<file path="src/hw/rtl/mrfc_pkg.sv">
// ----------------------------------------------------------------------------
// mrfc_pkg
// Shared types, constants and the CRC-16 byte update for the Modbus RTU
// frame checker.
// ----------------------------------------------------------------------------
package mrfc_pkg;

    // Longest frame counted before the too-long status is raised
    localparam int unsigned LEN_W     = 9;
    localparam logic [LEN_W-1:0] MAX_FRAME = LEN_W'(256);

    // Minimum frame: address, function and two CRC bytes
    localparam logic [LEN_W-1:0] MIN_FRAME = LEN_W'(4);

    localparam logic [15:0] CRC_INIT = 16'hFFFF;
    localparam logic [15:0] CRC_POLY = 16'hA001;

    // Header byte positions within the frame
    localparam logic [LEN_W-1:0] POS_ADDRESS  = LEN_W'(0);
    localparam logic [LEN_W-1:0] POS_FUNCTION = LEN_W'(1);
    localparam logic [LEN_W-1:0] POS_REG_HI   = LEN_W'(2);
    localparam logic [LEN_W-1:0] POS_REG_LO   = LEN_W'(3);
    localparam logic [LEN_W-1:0] POS_CNT_HI   = LEN_W'(4);
    localparam logic [LEN_W-1:0] POS_CNT_LO   = LEN_W'(5);

    localparam logic [7:0] SLAVE_ADDR_RESET = 8'd1;

    typedef enum logic [2:0] {
        ST_OK          = 3'd0,
        ST_INCOMPLETE  = 3'd1,
        ST_WRONG_SLAVE = 3'd2,
        ST_CRC         = 3'd3,
        ST_TOO_LONG    = 3'd4
    } status_t;

    // One received byte as held in the input register
    typedef struct packed {
        logic [7:0] rx_byte;
        logic       end_of_frame;
    } in_word_t;

    // One frame result as held in the output register
    typedef struct packed {
        status_t          frame_status;
        logic [7:0]       frame_address;
        logic [7:0]       func_code;
        logic [15:0]      start_reg;
        logic [15:0]      register_count;
        logic [LEN_W-1:0] frame_length;
    } result_t;

    // Reflected CRC-16 update over one byte, least significant bit first
    function automatic logic [15:0] crc16_byte(input logic [15:0] crc,
                                               input logic [7:0]  data);
        logic [15:0] acc;
        acc = crc ^ {8'h00, data};
        for (int i = 0; i < 8; i++) begin
            if (acc[0]) begin
                acc = (acc >> 1) ^ CRC_POLY;
            end else begin
                acc = acc >> 1;
            end
        end
        return acc;
    endfunction

endpackage

</file>
<file path="src/hw/rtl/mrfc_frame_core.sv">
// ----------------------------------------------------------------------------
// mrfc_frame_core
// Per-frame state: running CRC, two-byte tail window, header capture and
// byte count. Produces the frame result on the last byte of a frame.
// ----------------------------------------------------------------------------
module mrfc_frame_core
    import mrfc_pkg::*;
(
    input  logic       aclk,
    input  logic       aresetn,
    input  logic       cfg_wr_en,
    input  logic [7:0] cfg_wr_data,
    input  logic       word_valid,
    input  in_word_t   word,
    input  logic       out_free,
    output logic       take,
    output logic       result_valid,
    output result_t    result
);

    logic [7:0]       slave_addr_reg;
    logic [15:0]      crc_reg,      crc_next;
    logic [7:0]       tail0_reg,    tail0_next;
    logic [7:0]       tail1_reg,    tail1_next;
    logic [7:0]       hdr_addr_reg, hdr_addr_next;
    logic [7:0]       hdr_func_reg, hdr_func_next;
    logic [15:0]      hdr_reg_reg,  hdr_reg_next;
    logic [15:0]      hdr_cnt_reg,  hdr_cnt_next;
    logic [LEN_W-1:0] count_reg,    count_next;
    logic             ovf_reg,      ovf_next;

    logic [15:0]      crc_upd;
    logic [15:0]      rx_crc;
    logic             below_max;
    status_t          status;

    // Hold the own device address
    always_ff @(posedge aclk) begin
        if (!aresetn) begin
            slave_addr_reg <= SLAVE_ADDR_RESET;
        end else if (cfg_wr_en) begin
            slave_addr_reg <= cfg_wr_data;
        end
    end

    // Advance the held word whenever the output register can take a result
    assign take         = word_valid && out_free;
    assign result_valid = take && word.end_of_frame;

    // Fold the byte leaving the tail window into the CRC
    assign crc_upd   = (count_reg >= LEN_W'(2)) ? crc16_byte(crc_reg, tail0_reg) : crc_reg;
    assign below_max = (count_reg < MAX_FRAME);
    assign rx_crc    = {word.rx_byte, tail1_reg};

    // Updated frame state with this byte included
    always_comb begin
        hdr_addr_next = hdr_addr_reg;
        hdr_func_next = hdr_func_reg;
        hdr_reg_next  = hdr_reg_reg;
        hdr_cnt_next  = hdr_cnt_reg;
        unique case (count_reg)
            POS_ADDRESS:  hdr_addr_next       = word.rx_byte;
            POS_FUNCTION: hdr_func_next       = word.rx_byte;
            POS_REG_HI:   hdr_reg_next[15:8]  = word.rx_byte;
            POS_REG_LO:   hdr_reg_next[7:0]   = word.rx_byte;
            POS_CNT_HI:   hdr_cnt_next[15:8]  = word.rx_byte;
            POS_CNT_LO:   hdr_cnt_next[7:0]   = word.rx_byte;
            default: ;
        endcase
        crc_next   = crc_upd;
        tail0_next = tail1_reg;
        tail1_next = word.rx_byte;
        count_next = below_max ? count_reg + LEN_W'(1) : count_reg;
        ovf_next   = ovf_reg || !below_max;
    end

    // Check in order: too long, incomplete, wrong slave, CRC
    always_comb begin
        priority if (ovf_next) begin
            status = ST_TOO_LONG;
        end else if (count_next < MIN_FRAME) begin
            status = ST_INCOMPLETE;
        end else if (hdr_addr_next != slave_addr_reg) begin
            status = ST_WRONG_SLAVE;
        end else if (crc_next != rx_crc) begin
            status = ST_CRC;
        end else begin
            status = ST_OK;
        end
    end

    always_comb begin
        result.frame_status   = status;
        result.frame_address  = hdr_addr_next;
        result.func_code      = hdr_func_next;
        result.start_reg      = hdr_reg_next;
        result.register_count = hdr_cnt_next;
        result.frame_length   = count_next;
    end

    // Update frame state; clear it after the last byte
    always_ff @(posedge aclk) begin
        if (!aresetn || result_valid) begin
            crc_reg      <= CRC_INIT;
            tail0_reg    <= '0;
            tail1_reg    <= '0;
            hdr_addr_reg <= '0;
            hdr_func_reg <= '0;
            hdr_reg_reg  <= '0;
            hdr_cnt_reg  <= '0;
            count_reg    <= '0;
            ovf_reg      <= 1'b0;
        end else if (take) begin
            crc_reg      <= crc_next;
            tail0_reg    <= tail0_next;
            tail1_reg    <= tail1_next;
            hdr_addr_reg <= hdr_addr_next;
            hdr_func_reg <= hdr_func_next;
            hdr_reg_reg  <= hdr_reg_next;
            hdr_cnt_reg  <= hdr_cnt_next;
            count_reg    <= count_next;
            ovf_reg      <= ovf_next;
        end
    end

    // A frame end leaves the count, the overflow flag and the CRC cleared
    a_clear_after_end: assert property (@(posedge aclk) disable iff (!aresetn)
        result_valid |=> (count_reg == '0) && !ovf_reg && (crc_reg == CRC_INIT))
        else $error("frame state not cleared after end of frame");

    // Count saturates at the frame limit
    a_count_bound: assert property (@(posedge aclk) disable iff (!aresetn)
        count_reg <= MAX_FRAME)
        else $error("byte count beyond frame limit");

    // Overflow only once the count has saturated
    a_ovf_saturated: assert property (@(posedge aclk) disable iff (!aresetn)
        ovf_reg |-> (count_reg == MAX_FRAME))
        else $error("overflow flagged below frame limit");

endmodule

</file>
<file path="config.mk">
export PLATFORM = sky130hd
export DESIGN_NAME = mrfc_frame_core
export DESIGN_NICKNAME = d
export VERILOG_FILES = /design/src/hw/rtl/mrfc_pkg.sv /design/src/hw/rtl/mrfc_frame_core.sv
export SDC_FILE = /design/constraint.sdc
export NUM_CORES = 1
export LEC_CHECK = 0
export BUFFER_PORTS_ARGS = -buffer_cell sky130_fd_sc_hd__clkbuf_2
export CAP_MARGIN = 20
export CORE_ASPECT_RATIO = 1.75
export CORE_MARGIN = 3
export CORE_UTILIZATION = 30
export CTS_CLUSTER_SIZE = 14
export DETAILED_ROUTE_END_ITERATION = 10
export PLACE_DENSITY = 0.56
export RECOVER_POWER = 50
export SKIP_CTS_REPAIR_TIMING = 1
export SYNTH_ARGS = -nofsm -noshare
export SYNTH_HDL_FRONTEND = slang
export SYNTH_SLANG_ARGS = --single-unit
</file>
<file path="constraint.sdc">
create_clock -name aclk -period 5.1 [get_ports aclk]
set_input_delay 0.255 -clock aclk [delete_from_list [all_inputs] [get_ports aclk]]
set_output_delay 0.255 -clock aclk [all_outputs]
set_load 0.05 [all_outputs]
</file>
## Word-level counts from Yosys, hierarchy flattened

Index checks and enable logic that the tools add are counted.

| cells by class | value |
|---|---|
| magnitude comparators | 3 |
| mux-type cells | 20 |
| add/subtract/negate cells | 1 |
| bitwise logic cells | 9 |
| eq/ne operators | 7 |
| reductions and logical operators | 7 |

Operators with widths:

| cell | count |
|---|---|
| 16-bit 2-to-1 mux | 9 |
| 8-bit 2-to-1 mux | 6 |
| 2-bit NOT with 3-bit output | 8 |
| 9-bit by 2-bit == test with 1-bit output, second input constant | 2 |
| 9-bit by 3-bit == test with 1-bit output, second input constant | 2 |
| 16-bit != test | 1 |
| 16-bit by 8-bit XOR with 16-bit output | 1 |
| 9-bit by 1-bit adder with 9-bit output, second input constant | 1 |
| 9-bit by 1-bit == test with 1-bit output, second input constant | 1 |
| 9-bit by 2-bit >= comparator with 1-bit output, second input constant | 1 |
| 9-bit zero test | 1 |
| 9-bit by 3-bit < comparator with 1-bit output, second input constant | 1 |
| 9-bit < comparator, second input constant | 1 |
| 9-bit 2-to-1 mux | 1 |
| 8-bit != test | 1 |
| 2-bit 2-to-1 mux | 3 |
| 3-bit 2-to-1 mux | 1 |
| 1-bit logical AND | 2 |
| 1-bit zero test | 2 |
| 1-bit logical OR | 2 |

| storage, ports and cells | value |
|---|---|
| logic and storage cells | 57 |
| output and inout port bits | 62 |
| flip-flop bits (word level) | 98 |
| input bits | 22 |

## Depth between registers and ports, before layout

Gate-level depths: netlist of run 1.

| logic depth | value |
|---|---|
| depth after elaboration | 23 |
| gate-level depth with buffers | 11 |
| mapped depth without buffers | 10 |

## Least setup slack after synthesis of run 1

Ideal clock, no wire load.

| timing | value |
|---|---|
| path kind | reg2out |
| start | reg count_reg[3] |
| end | out result[57] (netlist bit) |
| data arrival time | 3319 ps |
| path buffers | 1 |
| data required time | 4845 ps |
| setup slack | 1526 ps |
| cell stages (with the launch flop) | 10 |
| path through | dfxtp_1 > buf_2 > or4_4 > nor4_4 > nand2_4 > mux2i_1 > xnor2_1 > nor4_1 > nand2_1 > a221oi_1 |

RTL lines:

| item | RTL line | source |
|---|---|---|
| start: declaration | mrfc_frame_core.sv:29 | `logic [LEN_W-1:0] count_reg, count_next;` |
| start signal: assignment | mrfc_frame_core.sv:121 | `count_reg <= count_next;` |
| end: declaration | mrfc_frame_core.sv:18 | `output result_t result` |

## Worst setup path after layout of run 1

| timing | value |
|---|---|
| start | in word_valid |
| end | out take |

| between the ends | value |
|---|---|
| longest elaborated chain between the ends | 1 |

Ends and longest elaborated chain:

| item | RTL line | source |
|---|---|---|
| start: declaration | mrfc_frame_core.sv:13 | `input logic word_valid,` |
| 1-bit logical AND | mrfc_frame_core.sv:47 | `assign take = word_valid && out_free;` |
| end: declaration | mrfc_frame_core.sv:16 | `output logic take,` |

Every way passes these cells.

==> flow_summary.yaml, run 1 <==
cts:
  cts.clk_slew.worst_paths_ps: 70
  htreeDepth: 3
  cts_tree: "done"
  clockRootBuffer: "clkbuf_16"
  clock_latency_ps: 340
  cts_buffers: 9
  cts.sinks: 98
  clockBufferDepth: 2
logic_synthesis:
  synthTopCellsByArea: "dfxtp_1 39%, mux2_2 9.2%, nand2_1 7.7%, xnor2_1 6.3%, nor2_1 5.7%"
  synth_top_area_cell: "dfxtp_1"
  async_reset_ff_frac: 0
  ys_warn_count: 0
  ys_ff_latch: 98
  ys.flop_type: "dfxtp_1"
  synth.avg_cell_area_sq_um: 8.26
  synth_top_cells_by_count: "104 x nand2_1, 98 x dfxtp_1, 76 x nor2_1, 41 x mux2_2, 39 x a21oi_1"
  ys_seq_area_frac: 0.389
  syn_inst: 610
  synth_edf_count: 0
  synth_nets: 636
  yosysUniqueCellTypes: 41
  synth.most_common_cell: "nand2_1"
  synth_top_area_frac: 0.389
  syn-cell-area_sq_um: 5040
floorplan:
  io_pins: 84
  die_area_sq_um: 18500
  initial_core_util: 0.306
  coreArea_sq_um: 16400
  rows: 62
  die_w_microns: 104
  die_h_microns: 177
setup_path:
  cp_data_required_time_ps: 4850
  start_kind: "input port"
  cp_max_fo: 76
  cp_common_cell: "clkbuf_1"
  endpoint_kind: "primary output"
  crit_type: "in -> out"
  worstPathCellList: "clkbuf_1 -> nand2_2 -> clkbuf_1 -> clkinv_1 -> buf_4 -> clkbuf_2"
  cp.arrival_ps: 4030
  cpPeakStageDelay_ps: 2270
  reg2reg_to: "crc_reg[0]"
  crit_path_top_delay_cell: "clkbuf_1"
  reg2reg_setup_slack_ps: 2440
  worstRegToRegCells: 6
  reg2reg_from: "count_reg[0]"
sta:
  clock.fmax_mhz: 233
  rsz0062_at_grt: "no"
  maxSlewHeadroom: -1.18
  setup_violations: 0
  slew_viol_final: 139
  final-hold-violation-count: 0
  post-route-period-util: 0.840
  skew_ps: 9.92
  period_minus_slack_ps: 4280
  fin_tns_setup_ps: 0
  worst_pin_slew_ps: 3260
layout:
  final_core_util: 0.359
  final_area_sq_um: 5900
  fin_cells: 893
  drive_gt1_frac: 0.206
  fin_nets: 690
  syn_to_final_growth_pct: 17.1
  diodes: 0
global_routing:
  grt_usage: 0.154
  grt_pass1_vias: 4196
  grt_overflow: 0
  grt_pass1_wl_microns: 22400
  grt_max_degree: 77
  antenna_found_initial: 0
place:
  place.port_buffers: 83
  dpl.cell_count: 877
  dpl-instance-area_sq_um: 5600
  dp_hpwl_microns: 9900
  gp_congestion: 0.788
routing:
  via_count: 4253
  drc: 0
  viasPerCell: 4.76
  drtAntennaViolNets: 0
  dr.pass1.iters: 4
  wirelength_microns: 14100
  wl_per_cell_microns: 15.8
  drtIter0Drc: 224
pwr:
  power.leakage_nw: 2.50
  p_per_area_nw_per_um2: 325
  irDropWorstVdd_uv: 189
status:
  status: "complete, but fails checks"
  violations: "max-capacitance violations, max-slew violations"
hold_path:
  hp-start: "cfg_wr_data[0]"
  hold_path.class: "in -> reg"
  worst_hold_path.num_cells: 3
  holdPathEnd: "slave_addr_reg[0]"
job:
  max_cap_violations: 2
[per-stage QoR]
| step | hold slack [ps] | power (mW) | worst slack [ps] |
|---|---|---|---|
| floorplan | 317 | 1.12 | 1530 |
| global placement | 440 | 1.21 | 1640 |
| detailed placement | 446 | 1.21 | 1480 |
| CTS | 118 | 1.94 | 1120 |
| global route | 142 | 2.00 | 503 |
| finish | 128 | 1.92 | 816 |
[critical path: cells and delay by family]
kind | cells | cell delay (ps)
and+or+nand+nor | 1 | 60
buffers and inverters | 5 | 3640
[power breakdown]
part	internal (mW)	switching (mW)
Combinational	0.117	0.256
Sequential	0.794	0.0210
Clock	0.425	0.304
[layout make-up]
type / count / area, sq um
timing repair buffer: 87 / 425
inverter: 13 / 48.8
tap: 224 / 280
multi-input combinational: 455 / 2860
clock buffer: 12 / 267
clock inverter: 4 / 56.3
fill: 1835 / 10500
sequential: 98 / 1960
[metal layers]
layer	part of all wire	GRT usage	up-vias
li1	-	-	2149
met4	0.026	0.0610	0
met2	0.55	0.291	70
met5	0	0	-
met3	0.020	0.0197	21
met1	0.41	0.173	2013
[worst max path at each step]
stage | start | end | cells past startpoint
global placement | count_reg[0] | result[58] | 11
finish | word_valid | take | 6
global route | word_valid | take | 6
floorplan | count_reg[3] | result[57] | 9
detailed placement | count_reg[0] | result[58] | 11
CTS | count_reg[0] | result[58] | 11
[cell families (layout without fill, tap and decap cells)]
kind of cell | after synthesis | count (layout) | share of synthesized area
and+or+nand+nor | 254 | 254 | 0.221
DFF | 98 | 98 | 0.389
AOI/OAI and AO/OA | 73 | 73 | 0.0894
buffers and inverters | 57 | 116 | 0.0434
xor gates and xnor gates | 61 | 61 | 0.111
adders and majority gates | 4 | 4 | 0.00993
muxes | 63 | 63 | 0.135
[cell usage in the layout, fill, tap and decap left out, types with 13 or more instances in the layout]
master and instances:
mux2_2 41, dfxtp_1 98, xnor2_1 36, nor3_1 28, a21oi_1 39, nand3_1 13, nor2_1 76, xor2_1 23
nand2_1 103, clkbuf_2 73, mux2i_1 22
Note: power is estimated with default switching activity, not from simulation.
==> run 2: changes to the inputs <==
==> constraint.sdc (replaced) <==
create_clock -name aclk -period 4 [get_ports aclk]
set_input_delay 0.2 -clock aclk [delete_from_list [all_inputs] [get_ports aclk]]
set_output_delay 0.2 -clock aclk [all_outputs]
set_load 0.05 [all_outputs]
==> flow_summary.yaml, run 2 (synthesis results as in run 1) <==
hold_path:
  hold_path.class: "in -> reg"
  hp-start: "cfg_wr_data[0]"
  worst_hold_path.num_cells: 3
  holdPathEnd: "slave_addr_reg[0]"
cts:
  cts_buffers: 9
  clockRootBuffer: "clkbuf_16"
  cts.clk_slew.worst_paths_ps: 70
  cts_tree: "done"
  cts.sinks: 98
  clockBufferDepth: 2
  htreeDepth: 3
  clock_latency_ps: 340
sta:
  maxSlewHeadroom: -0.376
  setup_violations: 0
  final-hold-violation-count: 0
  worst_pin_slew_ps: 2060
  skew_ps: 4.96
  fin_tns_setup_ps: 0
  period_minus_slack_ps: 3580
  rsz0062_at_grt: "no"
  slew_viol_final: 46
  post-route-period-util: 0.896
  clock.fmax_mhz: 279
setup_path:
  crit_type: "reg -> out"
  crit_buf_inv: 1
  crit_path_top_delay_cell: "or4_1"
  cp_top_family: "simple AND/OR/NAND/NOR gates"
  worstPathCellList: "or4_1 -> nor4_4 -> nand2_4 -> mux2i_1 -> xnor2_1 -> nor4_1 -> nand2_1 -> a221oi_1 -> clkbuf_2"
  start_kind: "register"
  reg2reg_from: "count_reg[3]"
  cp_data_required_time_ps: 3800
  endpoint_kind: "primary output"
  cpPeakStageDelay_ps: 610
  cp_max_fo: 8
  reg2reg_to: "hdr_cnt_reg[12]"
  reg2reg_setup_slack_ps: 1460
  cp.arrival_ps: 3380
  worstRegToRegCells: 7
place:
  place.port_buffers: 83
  dp_hpwl_microns: 10100
  gp_congestion: 0.795
layout:
  fin_nets: 695
  layout_common_cells: "103 x nand2_1, 98 x dfxtp_1, 76 x nor2_1"
  diodes: 0
  layout_commonest_cell: "nand2_1"
  final_core_util: 0.360
  drive_gt1_frac: 0.205
  syn_to_final_growth_pct: 17.4
floorplan:
  die_h_microns: 177
  rows: 62
  die_w_microns: 104
  io_pins: 84
  coreArea_sq_um: 16400
  initial_core_util: 0.306
  die_area_sq_um: 18500
routing:
  via_count: 4275
  drc: 0
  wl_per_cell_microns: 15.8
  dr.pass1.iters: 5
  drtIter0Drc: 248
  drtAntennaViolNets: 0
  wirelength_microns: 14200
  viasPerCell: 4.76
global_routing:
  antenna_found_initial: 0
  grt_max_degree: 68
  grt_overflow: 0
  grt_usage: 0.154
  grt_pass1_vias: 4084
  grt_pass1_wl_microns: 22000
status:
  violations: "max-capacitance violations, max-slew violations"
  status: "complete, but fails checks"
pwr:
  p_per_area_nw_per_um2: 410
  irDropWorstVdd_uv: 271
  power.leakage_nw: 2.52
job:
  max_cap_violations: 1
-- run 2: worst max path at each step --
stage / start / depth (start not counted) / slack [ps] / endpoint
floorplan: count_reg[3] / 9 / 480 / result[57]
global placement: count_reg[3] / 9 / 850 / result[57]
detailed placement: count_reg[3] / 9 / 800 / result[57]
CTS: count_reg[3] / 9 / 380 / result[57]
global route: count_reg[3] / 9 / 200 / result[57]
finish: count_reg[3] / 9 / 420 / result[57]
-- run 2: tightest hold or removal path: stages --
cell and delay [ps]:
clkbuf_2 70, mux2i_1 50, nand2_1 60
-- run 2: final cells by class --
cell class / count / area, sq um
multi-input cells: 455 / 2860
well taps: 224 / 280
clock inverters: 6 / 72.6
fillers: 1800 / 10500
flip-flops and latches: 98 / 1960
clock buffers: 10 / 239
inverters: 13 / 48.8
repair buffers: 92 / 458
-- run 2: through the flow --
stage / setup slack (ps) / instance area [sq um] / power, mW / std cells / hold slack, ps
detailed placement: 795 / 5640 / 1.54 / 882 / 428
global route: 197 / 5920 / 2.53 / 898 / 82.4
finish: 416 / 5920 / 2.43 / 898 / 72.5
CTS: 376 / 5950 / 2.46 / 898 / 64.3
floorplan: 481 / 5040 / 1.43 / 610 / 262
global placement: 847 / 5640 / 1.55 / 882 / 425
-- run 2: power breakdown --
group / switching, mW / leakage [nW] / total (mW) / internal, mW
clock network: 0.402 / 0.155 / 0.914 / 0.512
logic: 0.326 / 1.57 / 0.476 / 0.150
registers: 0.0265 / 0.799 / 1.04 / 1.01
-- run 2: metal layers --
layer  wire, microns  vias to the layer above  track usage  share of wire
li1                -                     2166            -              -
met1            5690                     2026        0.170           0.40
met2            7830                       66        0.292           0.55
met3             353                       17       0.0233          0.025
met4             301                        0       0.0621          0.021
met5               0                        -            0              0
